### config.mk
export PLATFORM = sky130hd
export DESIGN_NAME = tts_queue
export DESIGN_NICKNAME = d
export VERILOG_FILES = /design/src/design/tts_pkg.sv /design/src/design/tts_queue.sv
export SDC_FILE = /design/constraint.sdc
export NUM_CORES = 1
export LEC_CHECK = 0
export BUFFER_PORTS_ARGS = -buffer_cell sky130_fd_sc_hd__buf_2
export CAP_MARGIN = 20
export CORE_UTILIZATION = 52
export DETAILED_ROUTE_END_ITERATION = 16
export PLACE_DENSITY = 0.79
export SETUP_SLACK_MARGIN = 0.4
export SLEW_MARGIN = 20
export SYNTH_ARGS = -nofsm -noshare
export SYNTH_HDL_FRONTEND = slang
export SYNTH_SLANG_ARGS = --single-unit
### constraint.sdc
create_clock -name aclk -period 3.2 [get_ports aclk]
set_input_delay 0 -clock aclk [delete_from_list [all_inputs] [get_ports aclk]]
set_output_delay 0 -clock aclk [all_outputs]
set_load 0.1 [all_outputs]
### src/design/tts_pkg.sv
// ----------------------------------------------------------------------------
// Touch-to-screen stabilizer package
// Shared types, register indexes and reset values.
// ----------------------------------------------------------------------------
package tts_pkg;

    localparam int CfgIdxW = 3;
    localparam int CfgDataW = 64;

    localparam logic [CfgIdxW-1:0] REG_ACTIVE_RECT   = 3'd0;
    localparam logic [CfgIdxW-1:0] REG_MAP_RECT      = 3'd1;
    localparam logic [CfgIdxW-1:0] REG_SCREEN_SIZE   = 3'd2;
    localparam logic [CfgIdxW-1:0] REG_SCREEN_ORIGIN = 3'd3;
    localparam logic [CfgIdxW-1:0] REG_JITTER_LIMIT  = 3'd4;
    localparam logic [CfgIdxW-1:0] REG_SMOOTH_GAIN   = 3'd5;

    localparam logic [63:0] ACTIVE_RECT_RST   = 64'd2147516416;
    localparam logic [63:0] MAP_RECT_RST      = 64'd2147516416;
    localparam logic [31:0] SCREEN_SIZE_RST   = 32'd125830200;
    localparam logic [31:0] SCREEN_ORIGIN_RST = 32'd0;
    localparam logic [15:0] JITTER_LIMIT_RST  = 16'd256;
    localparam logic [15:0] SMOOTH_GAIN_RST   = 16'd29491;

    localparam logic [15:0] ONE_Q15 = 16'h8000;
    localparam logic [23:0] PIX_MAX = 24'hFFFFFF;

    localparam int QueueDepth = 2;

    // Mapped pixel pair handed from the front to the back part.
    typedef struct packed {
        logic [23:0] pix_x;
        logic [23:0] pix_y;
    } tts_pix_t;

    // Queue status seen by the front part.
    typedef struct packed {
        logic full;
        logic empty;
    } tts_q_stat_t;

endpackage

### src/design/tts_queue.sv
// ----------------------------------------------------------------------------
// Pixel queue
// Short FIFO of mapped positions between the front and back parts.
// ----------------------------------------------------------------------------
module tts_queue #(
    parameter int Depth = tts_pkg::QueueDepth
) (
    input  logic                  aclk,
    input  logic                  aresetn,
    input  logic                  push,
    input  tts_pkg::tts_pix_t     push_data,
    input  logic                  pop,
    output tts_pkg::tts_pix_t     pop_data,
    output tts_pkg::tts_q_stat_t  stat
);
    import tts_pkg::*;

    localparam int AW = (Depth > 1) ? $clog2(Depth) : 1;

    tts_pix_t       mem_reg [Depth];
    logic [AW-1:0]  wr_reg, rd_reg;
    logic [AW:0]    cnt_reg;

    assign stat.full  = (cnt_reg == (AW+1)'(Depth));
    assign stat.empty = (cnt_reg == '0);
    assign pop_data   = mem_reg[rd_reg];

    always_ff @(posedge aclk) begin
        if (!aresetn) begin
            wr_reg  <= '0;
            rd_reg  <= '0;
            cnt_reg <= '0;
        end else begin
            if (push) wr_reg <= (wr_reg == AW'(Depth-1)) ? '0 : wr_reg + 1'b1;
            if (pop)  rd_reg <= (rd_reg == AW'(Depth-1)) ? '0 : rd_reg + 1'b1;
            cnt_reg <= cnt_reg + (AW+1)'(push) - (AW+1)'(pop);
        end
    end

    always_ff @(posedge aclk) begin
        if (push) mem_reg[wr_reg] <= push_data;
    end

`ifndef SYNTHESIS
    a_no_overflow: assert property (@(posedge aclk) disable iff (!aresetn)
        stat.full |-> !push || pop) else $error("queue overflow");
    a_no_underflow: assert property (@(posedge aclk) disable iff (!aresetn)
        stat.empty |-> !pop) else $error("queue underflow");
    a_count_step: assert property (@(posedge aclk) disable iff (!aresetn)
        (push && !pop) |=> cnt_reg == $past(cnt_reg) + 1'b1) else $error("count");
`endif
endmodule

Word level (Yosys, flattened, before mapping). Memory sizes are Yosys's and may differ from the RTL's. A register that Yosys moved wholly into a read port is not among the register bits. Index checks and enable logic that the tools add are counted.

Bits in registers: 4. Latch bits: 0. RAM bits: 96. ROM bits: 0. Input port bits: 52. Logic and storage cells: 16. Memories kept: 1.

Add/sub/neg operators: 4. $mul: 0. Divide/modulo/power cells: 0. Order comparisons: 0. Equality and inequality tests: 1. Shift operators: 0. Mux-type cells: 6. Bitwise logic cells: 0. Reduce and logical (&&, ||, !) cells: 1.

Memories: mem_reg (words 2, bits a word 48, rd ports 1, clocked after memory_dff 1, write ports 1, line tts_queue.sv:20) `tts_pix_t mem_reg [Depth];`.

Operator list (count): 1-bit two-way mux (6); 1-bit adder (second input constant) (2); 2-bit by 1-bit adder with 2-bit output (1); 2-bit == test (second input constant) (1); 2-bit logical NOT (1); 2-bit by 1-bit subtractor with 2-bit output (1).

Logic depth before layout (Yosys ltp). Gate-level depths: netlist of run 1.

Word-level depth: 4. Mapped depth: 6.

Worst setup path after synthesis of run 1. OpenSTA, ideal clock, no wires.

Path kind: flip-flop to flip-flop. Start: reg wr_reg. End: mem mem_reg[0][0] (netlist name), enable pin. Data arrival time: 2.475 ns. Required time: 2.740 ns. Path slack: 0.265 ns. Stages on the path, launching flop included: 2. Path buffers: 0. Clock period less this slack: 2.935 ns. Cell sequence: dfxtp_1 nor2b_1.

RTL lines: from (decl) (line tts_queue.sv:21) `logic [AW-1:0] wr_reg, rd_reg;`; from (signal assigned) (line tts_queue.sv:34) `if (push) wr_reg <= (wr_reg == AW'(Depth-1)) ? '0 : wr_reg + 1'b1;`; to (decl) (line tts_queue.sv:20).

No word-level cell before the write port.

==> results of run 1 <==
==> cell type report <==
type	count	area [um^2]
clock buffers	9	124
well taps	96	120
diodes	1	2.50
clock inverters	7	52.6
repair buffers	156	1060
multi-input cells	62	743
flip-flops and latches	101	2980
fillers	464	1810
inverters	2	7.51
==> layout by cell type (no fill, tap or decap), types with 3 or more instances in the layout <==
master,instances
clkinvlp_4,4
dfxtp_1,4
mux2_2,28
and2_1,3
buf_2,101
dlygate4sd3_1,52
mux2_4,20
edfxtp_1,96
clkbuf_8,9
nor2b_1,3
==> where the power goes <==
group,internal [mW],switching [mW]
clock network,0.283,0.437
registers,1.53,0.0305
logic,0.216,0.636
total,2.02,1.10
==> metrics by stage <==
stage	hold slack, ns	utilization [%]	setup slack [ns]	instances
after floorplan	0.0989	-	1.19	170
after global placement	0.187	63.6	1.48	365
after detailed placement	0.191	63.6	1.43	365
after CTS	0.336	73.7	1.17	433
after global routing	0.347	73.7	1.12	433
final	0.344	73.8	1.22	434
==> worst max path at each step <==
stage               from             end  slack (ns)  cells past startpoint
3_3_place_gp      wr_reg  mem_reg[1][33]        1.48                      1
3_5_place_dp      wr_reg  mem_reg[1][31]        1.43                      1
2_1_floorplan     wr_reg   mem_reg[0][0]        1.19                      1
6_report       flip-flop    pop_data[46]        1.22                      3
5_1_grt        flip-flop    pop_data[46]        1.12                      3
4_1_cts        flip-flop    pop_data[46]        1.17                      3
==> per-layer routing <==
layer | GRT usage (%) | vias up | routed length, um | part of all wire [%]
met1 | 20.3 | 1009 | 2540 | 38
met5 | 0 | - | 0 | 0
met3 | 6.45 | 11 | 479 | 7.2
li1 | - | 985 | - | -
met2 | 33.1 | 79 | 3550 | 53
met4 | 9.69 | 0 | 129 | 1.9
==> worst max-delay path, cell delays in order, from the launching register on <==
cell and delay [ns]:
dfxtp_2 0.65, buf_12 0.29, mux2_2 0.37, buf_2 0.29
==> logic make-up (layout without fill, tap and decap cells) <==
logic type	Yosys count	count (layout)	synth area share, %
adders and majority gates	2	2	0.664
AOI/OAI and AO/OA	1	1	0.199
DFF	101	101	79.2
other	0	1	0
and+or+nand+nor	9	9	1.43
buffers and inverters	7	174	1.36
muxes	48	48	16.3
xor gates and xnor gates	2	2	0.830
==> results.json, run 1 <==
{
  "yosysTopAreaCellShare_pct": 76.5,
  "finalMaxSlewViolations": 0,
  "die_h_um": 87.1,
  "synth_cells": 170,
  "clk_pin_slew_ns": 0.10,
  "reg2reg_depth": 2,
  "dp_hpwl_um": 3870,
  "coreArea_um2": 6910,
  "cts_tree": "built",
  "drc": 0,
  "ys_ff_latch": 101,
  "synth_edf_count": 96,
  "synth_common_cells": "96 x edfxtp_1, 28 x mux2_2, 20 x mux2_4",
  "yosys.area.top_type": "edfxtp_1",
  "rows": 30,
  "initial_core_util_pct": 54.5,
  "ctsHtreeMaxLevel": 3,
  "cts_inserted_buffers": 9,
  "leakage_nw": 1.98,
  "min_path_type": "in -> reg",
  "cts_root_buf": "clkbuf_8",
  "total_power_mw": 3.13,
  "min_from": "push_data[1]",
  "viasPerCell": 4.80,
  "yosysMostFrequentCell": "edfxtp_1",
  "io_buffers": 101,
  "setup.worst_path.start_class": "flip-flop",
  "crit-reg2reg-capture": "mem_reg[0][24]",
  "p_per_area_nw_per_um2": 614,
  "tightest_slew_ns": 0.813,
  "drt_iter0_drc": 95,
  "antenna_found_initial": 0,
  "skew_ns": 0.0121,
  "ant_nets": 0,
  "clock_sinks": 101,
  "async_flop_share_pct": 0,
  "grt_pass1_vias": 2212,
  "synth_ff_type": "edfxtp_1",
  "syn-num-nets": 224,
  "die_area_um2": 7590,
  "worstPathRequired_ns": 3.20,
  "max_freq_mhz": 506,
  "period_minus_slack_ns": 1.98,
  "timing.rr.start": "wr_reg",
  "netlist_area_um2": 3770,
  "overflow": 0,
  "ff2ff_setup_slack_ns": 1.49,
  "first_pass_iters": 4,
  "hold_path_depth": 2,
  "cts_buffer_depth": 2,
  "final.setup.tns_ns": 0,
  "avgRoutedWirePerCell_um": 15.4,
  "yosys_warnings": 0,
  "worstSetupPathType": "reg -> out",
  "fin_crit_sh_pct": 61.8,
  "whs_endpoint": "mem_reg[1][1]",
  "ctsResizeCount": 0,
  "ys_seq_area_share_pct": 79.2,
  "design_area_um2": 5090,
  "hold_viol": 0,
  "routed_wl_um": 6690,
  "critPathCaptureType": "output pin",
  "rsz0062_at_grt": "false",
  "critPathMaxFanout": 29,
  "synthTopCellsByArea": "edfxtp_1 77%, mux2_2 8.4%, mux2_4 8.0%, dfxtp_1 2.7%, buf_6 0.90%",
  "grt_first_pass_wirelength_um": 10200,
  "drv_cap": 0,
  "grt_usage_pct": 18.9,
  "largest_reg_flops": 96,
  "synth_cell_types": 14,
  "outcome": "completed",
  "setup-violations-final": 0,
  "die_w_um": 87.1,
  "clk_latency_ns": 0.36,
  "fin_nets": 386,
  "crit_arrival_ns": 1.98,
  "place_area_um2": 4390,
  "post-cts-setup-buffers": 0,
  "gp_congestion": 0.663,
  "synth.avg_cell_area_um2": 22.2,
  "drive_above_1_share_pct": 50.7,
  "vias": 2084,
  "ir_drop_v": 0.000382,
  "holdBufCountCts": 52,
  "area_growth_pct": 35.2,
  "max_slew_margin_pct": 45.7,
  "boundaryPins": 102,
  "grt_max_degree": 49
}
Note: power is estimated with default switching activity, not from simulation.
==> run 2, diff against run 1 <==
Clock period 3.2 ns to 2 ns, I/O delays scaled along.
==> run 2 against run 1 <==
Effect of this change:
- clock-buffer cell count unchanged
- utilization increased by 3.1 points
- hold slack got worse by 0.32 ns
- clock power increased by 91%
- power increased by 70%
- clock skew decreased by 0.0043 ns
- register-to-register slack got worse by 0.96 ns
- sequential power increased by 59%
- largest cell class unchanged
- highest routed layer unchanged
==> results.json, run 2 (synthesis results as in run 1) <==
{
  "viasPerCell": 4.74,
  "fin_crit_sh_pct": 78.3,
  "antenna_cells": 0,
  "pwr-share-comb_pct": 27.4,
  "switchingPower_mw": 1.75,
  "largest_reg_flops": 96,
  "final_common_cell": "edfxtp_1",
  "drc": 0,
  "area_growth_pct": 40.9,
  "grt_usage_pct": 19.0,
  "boundaryPins": 102,
  "io_buffers": 101,
  "gr-usage-met2_pct": 33.8,
  "worstSetupPathType": "reg -> out",
  "ctsHtreeMaxLevel": 3,
  "clk_pin_slew_ns": 0.09,
  "design_area_um2": 5310,
  "overflow": 0,
  "die_h_um": 87.1,
  "cts_buffer_depth": 2,
  "final_util_pct": 76.8,
  "antenna_found_initial": 0,
  "vias": 2064,
  "seqPwrFrac_pct": 46.6,
  "period_minus_slack_ns": 1.57,
  "clock_sinks": 101,
  "cts_tree": "built",
  "swShare_pct": 32.9,
  "hold_slack_ns": 0.0230,
  "rsz0062_at_grt": "true",
  "drive_above_1_share_pct": 51.3,
  "place_area_um2": 4410,
  "outcome": "completed",
  "drv_cap": 0,
  "routed_wl_um": 6900,
  "fin_nets": 388,
  "critPathCaptureType": "output pin",
  "tightest_slew_ns": 0.484,
  "cts_inserted_buffers": 9,
  "grt_use_met1_pct": 20.9,
  "ir_drop_v": 0.000722,
  "worstPathRequired_ns": 2.00,
  "setup.worst_path.start_class": "flip-flop",
  "critPathMaxFanout": 18,
  "p_per_area_nw_per_um2": 1000,
  "grt.busiest_layer": "met2",
  "ant_nets": 0,
  "finalMaxSlewViolations": 0,
  "grt_first_pass_wirelength_um": 10300,
  "use_met3_pct": 5.69,
  "clk_latency_ns": 0.35,
  "gp_congestion": 0.654,
  "cts_root_buf": "clkbuf_8",
  "avgRoutedWirePerCell_um": 15.9,
  "die_w_um": 87.1,
  "first_pass_iters": 4,
  "final.setup.tns_ns": 0,
  "leakage_nw": 2.08,
  "coreArea_um2": 6910,
  "crit_arrival_ns": 1.57,
  "p_int_mw": 3.56,
  "layout_common_cells": "96 x edfxtp_1, 54 x buf_2, 51 x dlygate4sd3_1",
  "rows": 30,
  "setup-violations-final": 0,
  "max_slew_margin_pct": 67.9,
  "hold_viol": 0,
  "dp_hpwl_um": 3890,
  "post-cts-setup-buffers": 0,
  "die_area_um2": 7590,
  "grt_max_degree": 50,
  "drt_iter0_drc": 71,
  "max_freq_mhz": 639,
  "min_path_type": "in -> reg",
  "skew_ns": 0.00786,
  "power_frac_clock_pct": 26.0,
  "initial_core_util_pct": 54.5,
  "grt_pass1_vias": 2203
}
[run 2: changes by cell type in the layout (fill, tap and decap cells not counted), sizes merged]
cell / previous run / this run
inv: 2 / 3
dlygate4sd3: 52 / 51
clkbuf: 9 / 24
diode: 1 / 0
buf: 104 / 92
clkinvlp: 4 / 1
bufinv: 0 / 2
[run 2: power groups by stage]
stage	Sequential, mW	Clock [mW]	Combinational (mW)
detailed placement	2.52	0	1.30
CTS	2.48	1.41	1.42
finish	2.48	1.38	1.46
global placement	2.52	0	1.29
global route	2.49	1.49	1.51
floorplan	2.51	0	1.11
[run 2: area by class of cell]
type                    count  area, um^2
clock buffers               9         124
clock inverters             7        97.6
fillers                   406        1600
inverters                   2        7.51
multi-input cells          62         744
flip-flops and latches    101        2980
well taps                  96         120
repair buffers            158        1230
[run 2: what timing repair did]
item,4_1_cts,5_1_grt
hold endpoints to repair,101,0
endpoints found under the setup margin,48,44
hold buffers,51,0
cloned,0,1
resized for setup,26,38
[run 2: worst paths after layout]
| path | startpoint | endpoint | slack, ns | cells past startpoint |
|---|---|---|---|---|
| worst min register to register | rd_reg | flip-flop | 0.59 | 2 |
| worst max-delay path | flip-flop | pop_data[45] | 0.43 | 3 |
| worst min-delay path | push | cnt_reg[0] | 0.02 | 3 |
| worst max register to register | wr_reg | wr_reg | 0.53 | 4 |
[run 2: per-layer routing]
metal  vias to the layer above  routed length (um)
met5                         -                   0
met4                         0                  89
met3                         9                 482
met1                       978                2660
met2                        87                3670
li1                        990                   -
[run 2: stage by stage]
step / total power, mW / instances / setup WS [ns]
finish: 5.31 / 435 / 0.434
global route: 5.48 / 435 / 0.380
CTS: 5.31 / 434 / 0.389
detailed placement: 3.83 / 367 / 0.606
global placement: 3.81 / 367 / 0.611
floorplan: 3.63 / 170 / 0.420
[run 2: critical path, cell delays in order (launching register included)]
cell and delay, ns:
dfxtp_2 0.38, buf_8 0.22, mux2_2 0.38, buf_4 0.24
