`src/design/tts_pkg.sv`:
```
// ----------------------------------------------------------------------------
// Touch-to-screen stabilizer package
// Shared types, register indexes and reset values.
// ----------------------------------------------------------------------------
package tts_pkg;

    localparam int CfgIdxW = 3;
    localparam int CfgDataW = 64;

    localparam logic [CfgIdxW-1:0] REG_ACTIVE_RECT   = 3'd0;
    localparam logic [CfgIdxW-1:0] REG_MAP_RECT      = 3'd1;
    localparam logic [CfgIdxW-1:0] REG_SCREEN_SIZE   = 3'd2;
    localparam logic [CfgIdxW-1:0] REG_SCREEN_ORIGIN = 3'd3;
    localparam logic [CfgIdxW-1:0] REG_JITTER_LIMIT  = 3'd4;
    localparam logic [CfgIdxW-1:0] REG_SMOOTH_GAIN   = 3'd5;

    localparam logic [63:0] ACTIVE_RECT_RST   = 64'd2147516416;
    localparam logic [63:0] MAP_RECT_RST      = 64'd2147516416;
    localparam logic [31:0] SCREEN_SIZE_RST   = 32'd125830200;
    localparam logic [31:0] SCREEN_ORIGIN_RST = 32'd0;
    localparam logic [15:0] JITTER_LIMIT_RST  = 16'd256;
    localparam logic [15:0] SMOOTH_GAIN_RST   = 16'd29491;

    localparam logic [15:0] ONE_Q15 = 16'h8000;
    localparam logic [23:0] PIX_MAX = 24'hFFFFFF;

    localparam int QueueDepth = 2;

    // Mapped pixel pair handed from the front to the back part.
    typedef struct packed {
        logic [23:0] pix_x;
        logic [23:0] pix_y;
    } tts_pix_t;

    // Queue status seen by the front part.
    typedef struct packed {
        logic full;
        logic empty;
    } tts_q_stat_t;

endpackage

```
`src/design/tts_front.sv`:
```
// ----------------------------------------------------------------------------
// Front part: clamp, divide and map one touch position to Q16.8 pixels
// One shared restoring divider runs both axes, one quotient bit a cycle.
// ----------------------------------------------------------------------------
module tts_front (
    input  logic                  aclk,
    input  logic                  aresetn,
    input  logic                  s_valid,
    output logic                  s_ready,
    input  logic signed [16:0]    s_touch_x,
    input  logic signed [16:0]    s_touch_y,
    input  logic [63:0]           active_rect,
    input  logic [63:0]           map_rect,
    input  logic [31:0]           screen_size,
    input  tts_pkg::tts_q_stat_t  q_stat,
    output logic                  q_push,
    output tts_pkg::tts_pix_t     q_data
);
    import tts_pkg::*;

    localparam logic [2:0] ST_IDLE  = 3'd0;
    localparam logic [2:0] ST_CLASS = 3'd1;
    localparam logic [2:0] ST_DIV   = 3'd2;
    localparam logic [2:0] ST_MUL1  = 3'd3;
    localparam logic [2:0] ST_MUL2  = 3'd4;
    localparam logic [2:0] ST_PUSH  = 3'd5;

    logic [2:0]         state_reg, state_next;
    logic               axis_reg;          // 0: x, 1: y
    logic signed [16:0] tx_reg, ty_reg;
    logic [4:0]         cnt_reg;
    logic [31:0]        rem_reg;
    logic [15:0]        quo_reg;
    logic [16:0]        ratio_reg;
    logic [47:0]        m_reg;
    logic [23:0]        px_reg, py_reg;

    logic signed [16:0] n;
    logic [15:0]        ao, aw, mo, mw, sz;
    logic signed [18:0] diff;
    logic signed [18:0] hi_edge;
    logic [31:0]        rem_sh;
    logic [16:0]        rem_hi;
    logic               sub_ok;
    logic [47:0]        p_full;
    logic [23:0]        p_sat;

    assign n  = axis_reg ? ty_reg : tx_reg;
    assign ao = axis_reg ? active_rect[47:32] : active_rect[63:48];
    assign aw = axis_reg ? active_rect[15:0]  : active_rect[31:16];
    assign mo = axis_reg ? map_rect[47:32]    : map_rect[63:48];
    assign mw = axis_reg ? map_rect[15:0]     : map_rect[31:16];
    assign sz = axis_reg ? screen_size[15:0]  : screen_size[31:16];

    assign diff    = 19'(n) - $signed({3'b000, ao});
    assign hi_edge = $signed({3'b000, ao}) + $signed({3'b000, aw});
    assign rem_sh  = {rem_reg[30:0], 1'b0};
    // The shifted partial remainder needs 17 bits when the divisor uses all 16.
    assign rem_hi  = rem_reg[31:15];
    assign sub_ok  = (rem_hi >= {1'b0, aw});
    // Product fits 48 bits: m below 2^32 times a 16-bit size.
    assign p_full  = (m_reg * {32'd0, sz}) >> 22;
    assign p_sat   = (|p_full[47:24]) ? PIX_MAX : p_full[23:0];

    assign s_ready = (state_reg == ST_IDLE);
    assign q_push  = (state_reg == ST_PUSH) && !q_stat.full;
    assign q_data  = '{pix_x: px_reg, pix_y: py_reg};

    always_comb begin
        state_next = state_reg;
        unique case (state_reg)
            ST_IDLE:  if (s_valid) state_next = ST_CLASS;
            ST_CLASS: begin
                if (diff < 0 || 19'(n) > hi_edge || aw == 16'd0) state_next = ST_MUL1;
                else state_next = ST_DIV;
            end
            ST_DIV:   if (cnt_reg == 5'd0) state_next = ST_MUL1;
            ST_MUL1:  state_next = ST_MUL2;
            ST_MUL2:  state_next = axis_reg ? ST_PUSH : ST_CLASS;
            ST_PUSH:  if (!q_stat.full) state_next = ST_IDLE;
            default:  state_next = ST_IDLE;
        endcase
    end

    always_ff @(posedge aclk) begin
        if (!aresetn) begin
            state_reg <= ST_IDLE;
            axis_reg  <= 1'b0;
        end else begin
            state_reg <= state_next;
            if (state_reg == ST_IDLE) axis_reg <= 1'b0;
            else if (state_reg == ST_MUL2) axis_reg <= 1'b1;
        end
    end

    always_ff @(posedge aclk) begin
        unique case (state_reg)
            ST_IDLE: begin
                tx_reg <= s_touch_x;
                ty_reg <= s_touch_y;
            end
            ST_CLASS: begin
                if (diff < 0 || aw == 16'd0) begin
                    ratio_reg <= (19'(n) > hi_edge) ? {1'b0, ONE_Q15} : 17'd0;
                end else if (19'(n) > hi_edge) begin
                    ratio_reg <= {1'b0, ONE_Q15};
                end
                // Dividend (n - ao) << 15 is at most 17 + 15 bits.
                rem_reg <= {15'd0, diff[16:0]};
                quo_reg <= 16'd0;
                cnt_reg <= 5'd30;
            end
            ST_DIV: begin
                // Restoring division of diff<<15 by aw: feed the 15 zero bits last.
                if (sub_ok) begin
                    rem_reg <= {16'(rem_hi - {1'b0, aw}), rem_sh[15:0]};
                    quo_reg <= {quo_reg[14:0], 1'b1};
                end else begin
                    rem_reg <= rem_sh;
                    quo_reg <= {quo_reg[14:0], 1'b0};
                end
                if (cnt_reg == 5'd0) ratio_reg <= {1'b0, quo_reg[14:0], sub_ok};
                cnt_reg <= cnt_reg - 5'd1;
            end
            ST_MUL1: m_reg <= 48'(ratio_reg * mw) + {17'd0, mo, 15'd0};
            ST_MUL2: begin
                if (axis_reg) py_reg <= p_sat;
                else px_reg <= p_sat;
            end
            default: ;
        endcase
    end
endmodule

```
`config.mk`:
```
export PLATFORM = sky130hd
export DESIGN_NAME = tts_front
export DESIGN_NICKNAME = d
export VERILOG_FILES = /design/src/design/tts_pkg.sv /design/src/design/tts_front.sv
export SDC_FILE = /design/constraint.sdc
export NUM_CORES = 2
export LEC_CHECK = 0
export BUFFER_PORTS_ARGS = -buffer_cell sky130_fd_sc_hd__buf_2
export CAP_MARGIN = 25
export CORE_AREA = 3 3 294 296
export CTS_CLUSTER_DIAMETER = 200
export CTS_CLUSTER_SIZE = 40
export DETAILED_ROUTE_END_ITERATION = 16
export DIE_AREA = 0 0 297 299
export HOLD_SLACK_MARGIN = 0.12
export PLACE_DENSITY = 0.61
export SLEW_MARGIN = 20
export SYNTH_ARGS = -nofsm -noshare
export SYNTH_HDL_FRONTEND = slang
export SYNTH_SLANG_ARGS = --single-unit
```
`constraint.sdc`:
```
create_clock -name aclk -period 13.51 [get_ports aclk]
set_clock_uncertainty 0.05 [all_clocks]
set_input_delay 0 -clock aclk [delete_from_list [all_inputs] [get_ports aclk]]
set_output_delay 0 -clock aclk [all_outputs]
set_load 0.005 [all_outputs]
```
* Yosys cells after proc, flatten, opt, wreduce, memory -nomap -nowiden
Index checks and enable logic that the tools add are counted.
** Storage, ports and cells
- Register bits :: 203
- Input port bits :: 199
- Output and inout port bits :: 50
** Operators by class
- Add/sub/neg operators :: 5
- $mul :: 2
- Order comparisons :: 3
- Equality and inequality tests :: 9
- Mux-type cells :: 23
- Bitwise logic cells :: 2
- Reductions and logical operators :: 15
** Operator list (count)
- two-way mux 16 bit :: 6
- two-way mux 17 bit :: 4
- one-hot mux 32 bit (2 select lines) :: 1
- multiplier 48 x 16 -> 48 bit :: 1
- adder 33 x 31 -> 34 bit :: 1
- one-hot mux 17 bit (2 select lines) :: 1
- multiplier 17 x 16 -> 33 bit :: 1
- two-way mux 32 bit :: 1
- one-hot mux 15 bit (2 select lines) :: 1
- two-way mux 24 bit :: 1
- > comparator 17 x 18 -> 1 bit :: 1
- less-than comparator 18 x 1 -> 1 bit (second input constant) :: 1
- one-hot mux 3 bit (6 select lines) :: 1
- subtractor 17 x 17 -> 18 bit :: 1
- adder 16 x 16 -> 17 bit :: 1
- greater-or-equal comparator 17 x 16 -> 1 bit :: 1
- zero test 16 bit :: 1
- subtractor 16 bit :: 1
- two-way mux 3 bit :: 4
- one-hot mux 5 bit (2 select lines) :: 1
- == test 3 x 2 -> 1 bit (second input constant) :: 2
- == test 3 bit (second input constant) :: 2
- inequality test 2 bit (second input constant) :: 3
- AND reduction 3 bit :: 2
- 13 further kinds :: 19

* Logic depth before layout (Yosys ltp)
- Depth after elaboration :: 7
- Depth in mapped cells :: 30
- Mapped depth without buffers :: 25

* Worst setup path before layout
OpenSTA, ideal clock, no wires.
- Path type :: register -> register
- Start :: register axis_reg
- End :: register px_reg[20], data pin
- Data arrival time :: 7.400 ns
- Data required time :: 13.199 ns
- Setup slack :: 5.799 ns
- Cell stages (with the launch flop) :: 27
- Period minus slack after synthesis :: 7.711 ns
- Path through :: dfxtp_1 -> buf_4 -> buf_1 -> buf_1 -> mux2_2 -> clkbuf_1 -> nand2_1 -> fa_1 -> fa_1 -> fa_1 -> inv_1 -> fa_1 -> fa_1 -> inv_1 -> fa_1 -> inv_1 -> ha_1 -> a211o_1 -> a21oi_1 -> a21oi_1 -> and3_1 -> a211oi_2 -> nor3_1 -> a2111o_1 -> a311oi_2 -> xnor2_1 -> nand2b_1
** Between the ends
- Longest elaborated chain between the ends :: 4
** Ends and longest elaborated chain
- start: declaration :: line tts_front.sv:29 : logic axis_reg;
- start signal: assignment :: line tts_front.sv:88 : axis_reg <= 1'b0;
- start signal: assignment :: line tts_front.sv:91 : if (state_reg == ST_IDLE) axis_reg <= 1'b0;
- start signal: assignment :: line tts_front.sv:92 : else if (state_reg == ST_MUL2) axis_reg <= 1'b1;
- two-way mux 16 bit * :: line tts_front.sv:53 : assign sz = axis_reg ? screen_size[15:0] : screen_size[31:16];
- multiplier 48 x 16 -> 48 bit * :: line tts_front.sv:62 : assign p_full = (m_reg * {32'd0, sz}) >> 22;
- OR reduction 2 bit :: line tts_front.sv:63 : assign p_sat = (|p_full[47:24]) ? PIX_MAX : p_full[23:0];
- two-way mux 24 bit * :: line tts_front.sv:63
- named net p_sat[20] :: line tts_front.sv:46 : logic [23:0] p_sat;
- end signal: assignment :: line tts_front.sv:128 : else px_reg <= p_sat;
- end: declaration :: line tts_front.sv:36 : logic [23:0] px_reg, py_reg;
The timed path passes the listed nets; every way through them passes the cells marked *.
A chain may end at the register's enable or synchronous reset.

* Worst setup path in the final report
- Start :: register axis_reg
- End :: register py_reg[22], data pin
** Between the ends
- Longest elaborated chain between the ends :: 4
** Ends and longest elaborated chain
- two-way mux 16 bit * :: line tts_front.sv:53
- multiplier 48 x 16 -> 48 bit * :: line tts_front.sv:62
- OR reduction 2 bit :: line tts_front.sv:63
- two-way mux 24 bit * :: line tts_front.sv:63
- named net p_sat[22] :: line tts_front.sv:46
- end signal: assignment :: line tts_front.sv:127 : if (axis_reg) py_reg <= p_sat;
- end: declaration :: line tts_front.sv:36
Marked as above.

==> impl_metrics.csv <==
group,metric,value,unit
floorplanning,die_w,297,um
yosys,synthMuxAreaShare,3.11,%
detailed_routing,first_pass_iters,5,
layout,regArea,5610,um^2
detailed_routing,wire_per_inst,17.5,um
global_routing,grt_pass1_wl,144,mm
setup_path,cpMostUsedCell,"fa_1",
setup_path,slowest_delay,0.91,ns
setup_path,arrival,9.24,ns
yosys,yosys_register_bits,188,
layout,fillCellCount,8119,
sta,final_max_slew_viol_count,0,
layout,fin_area,38500,um^2
setup_path,crit_path_start_kind,"flip-flop",
detailed_routing,vias,25200,
hold_path,holdPathStages,2,
yosys,synth_cell_types,66,
yosys,synth_compound_area_share,5.24,%
setup_path,crit-reg2reg-launch,"axis_reg",
detailed_routing,drc,0,
sta,fin_crit,8.96,ns
place,dp_hpwl,67.0,mm
setup_path,critPathTopFamily,"adder cells",
floorplanning,dieHeight,299,um
global_routing,grt_pass1_vias,27000,
setup_path,reg2regPathDepth,24,
clocking,clock-root-buffer,"clkbuf_16",
layout,drive_above_1_share,9.73,%
setup_path,cp_slowest_cell,"mux2_2",
setup_path,end_kind,"flip-flop",
yosys,yosysSeqAreaShare,15.9,%
sta,hold_violations,0,
layout,nets,5039,
setup_path,r2r_slack,4.55,ns
place,place_congestion,0.875,
yosys,postSynth.asyncResetShare,0,%
layout,largest_register_ffs,34,
floorplanning,fp.coreArea,83800,um^2
floorplanning,start_util,42.0,%
yosys,synth_fa_ha_area_share,47.7,%
sta,rsz0062_at_grt,"false",
yosys,syn_area_per_cell,9.49,um^2
setup_path,timing.rr.end,"py_reg[22]",
floorplanning,io_pins,249,
floorplanning,die_area,88800,um^2
flow_run,cap_violations,0,
yosys,syn-num-nets,4854,
place,portBuffers,247,
place,place_area,37500,um^2
setup_path,worstPathRequired,13.79,ns
setup_path,worstPathCellList,"buf_4, mux2_2, nand2_1, fa_1, inv_1, fa_1, inv_1, fa_1, inv_1, fa_1, fa_1, inv_1, fa_1, inv_1, ha_1, o21a_1, o21ai_0, a31oi_1, o31a_1, o2111ai_1, nand3b_1, a21o_1, a31oi_2, o21bai_1",
sta,fmax,112,MHz
global_routing,grt-ovfl-total,0,
sta,fin_crit_sh,66.3,%
global_routing,grt_usage,20.5,%
setup_path,worstSetupPathType,"flip-flop to flip-flop",
setup_path,timing.critical_path.buf_inv,6,
global_routing,antenna_found_initial,2,
yosys,synthSimpleGateAreaFrac,15.5,%
global_routing,grt_max_degree,44,
clocking,insertion_delay,0.50,ns
sta,slew-limit-headroom,33.4,%
setup_path,path_max_fanout,34,
hold_path,hp-class,"primary input to flip-flop",
layout,multi_input_area,26000,um^2
clocking,clock-sinks,188,
clocking,cts_max_level,4,
yosys,yosysWarnings,0,
detailed_routing,routed_via_density,5.00,
clocking,path_clk_slew,0.08,ns
hold_path,min_to,"tx_reg[2]",
yosys,syn_area,35200,um^2
clocking,cts_tree,"built",
detailed_routing,detail_route.wirelength,88.1,mm
clocking,clock_path_buffers,2,
layout,area_growth,9.38,%
hold_path,hold_start,"s_touch_x[2]",
yosys,synthFlopType,"edfxtp_1",
floorplanning,rows,106,
status,status,"finished, final reports clean",
clocking,cts_buffers,17,
yosys,synthCells,3708,
detailed_routing,antenna_left,0,
sta,finalSetupViolCount,0,
yosys,synth_edf_count,184,
sta,tightest_slew,1.00,ns
detailed_routing,first_iter_violations,1284,
yosys,synth-xor-area-share,2.36,%
sta,fin_setup_tns,0,ns
yosys,synth_top_family_by_area,"adder cells",
clocking,cts_setup_buffers,0,
per-layer routing:
metal / wire [um] / global-route usage (%) / part of all wire [%]
met5: 0 / 0 / 0
met4: 1660 / 5.11 / 1.9
met1: 40000 / 27.9 / 45
met3: 5040 / 3.76 / 5.7
met2: 41400 / 34.1 / 47
layout by cell type (no fill, tap or decap), types with 12 or more instances in the layout:
cell type and instances:
nand4_1 20, buf_4 23, o21ai_0 68, and2_1 260, xnor2_1 50, a21oi_1 92, nand2b_1 42, nand3_1 32
xor2_1 45, fa_1 658, clkbuf_16 17, nor2b_1 71, a21o_1 33, nor2_1 73, nor3_1 25, mux2i_1 45
mux2_2 56, o21a_1 14, ha_1 289, edfxtp_1 184, inv_1 806, and3_1 27, a211oi_1 12, dlygate4sd3_1 43
buf_2 247, o21bai_1 12, nand2_1 558
synth_stat cells (3+ instances only):
master / instances / share of area [%]
mux2i_1: 45 / 1.3
clkbuf_1: 139 / 1.5
inv_1: 806 / 8.6
nand3_1: 32 / 0.45
a31o_2: 3 / 0.075
fa_1: 658 / 37
a21boi_0: 5 / 0.11
a21oi_1: 92 / 1.3
xnor2_1: 50 / 1.2
a2111o_1: 3 / 0.096
or2_2: 6 / 0.11
and3_1: 27 / 0.48
o41ai_1: 3 / 0.075
edfxtp_1: 184 / 16
nor2b_1: 71 / 1.3
nor4_1: 3 / 0.053
nand4_1: 20 / 0.36
nand2b_1: 42 / 0.75
nor2_1: 76 / 0.81
a31oi_1: 10 / 0.18
mux2_2: 56 / 1.8
o21bai_1: 12 / 0.26
and2_1: 260 / 4.6
o21a_1: 14 / 0.30
a21o_1: 33 / 0.70
o211ai_1: 4 / 0.085
or3_1: 3 / 0.053
nor3_1: 26 / 0.37
a211oi_1: 12 / 0.26
ha_1: 289 / 10
nand2_1: 558 / 6.0
dfxtp_1: 4 / 0.23
buf_1: 6 / 0.064
xor2_1: 45 / 1.1
o21ai_0: 68 / 0.97
o31ai_1: 6 / 0.13
worst register-to-register path, delay by kind of cell (launching register included):
kind	cells	cell delay [ns]
muxes	1	0.91
and+or+nand+nor	2	0.38
buffers and inverters	6	0.78
DFF	1	0.54
AOI/OAI and AO/OA	8	2.84
adders and majority gates	7	3.30
timing repair:
| item | in CTS | in global routing |
|---|---|---|
| endpoints found under the hold margin | 40 | 0 |
| hold buffers | 43 | 0 |
| resized for setup | 0 | 0 |
how the worst max path moves through the flow:
stage | start | endpoint | slack [ns] | cells after the start
6_report | axis_reg | py_reg[22] | 4.55 | 24
5_1_grt | axis_reg | py_reg[22] | 4.01 | 24
4_1_cts | axis_reg | py_reg[22] | 4.44 | 24
3_5_place_dp | axis_reg | py_reg[22] | 4.48 | 24
3_3_place_gp | axis_reg | py_reg[22] | 4.55 | 24
2_1_floorplan | axis_reg | px_reg[20] | 5.80 | 26
area by class of cell:
class / instances / area share [%]
antenna: 2 / 0.0130
tap: 1134 / 3.69
clock buffer: 17 / 1.10
multi-input combinational: 2567 / 67.6
sequential: 188 / 14.6
inverter: 806 / 7.86
clock inverter: 15 / 0.354
timing repair buffer: 313 / 4.78
cell families (layout without fill, tap and decap cells):
family | count (synthesis) | count (layout)
flops | 188 | 188
compound gates | 290 | 290
buf+inv | 953 | 1151
xor+xnor | 95 | 95
other cells | 0 | 2
mux | 102 | 102
fa+ha+maj | 947 | 947
simple gates | 1133 | 1133
metrics by stage:
stage	utilization (%)	hold slack [ns]	instances	setup WS, ns
detailed placement	44.7	0.128	4965	4.48
floorplan	-	-0.0160	3708	5.80
global placement	44.7	0.127	4965	4.55
finish	45.9	0.155	5042	4.55
global route	45.9	0.135	5041	4.01
CTS	45.9	0.124	5040	4.44
Power is not shown: default switching activity piles up to over one toggle a cycle in this logic, so the estimate is an artifact.
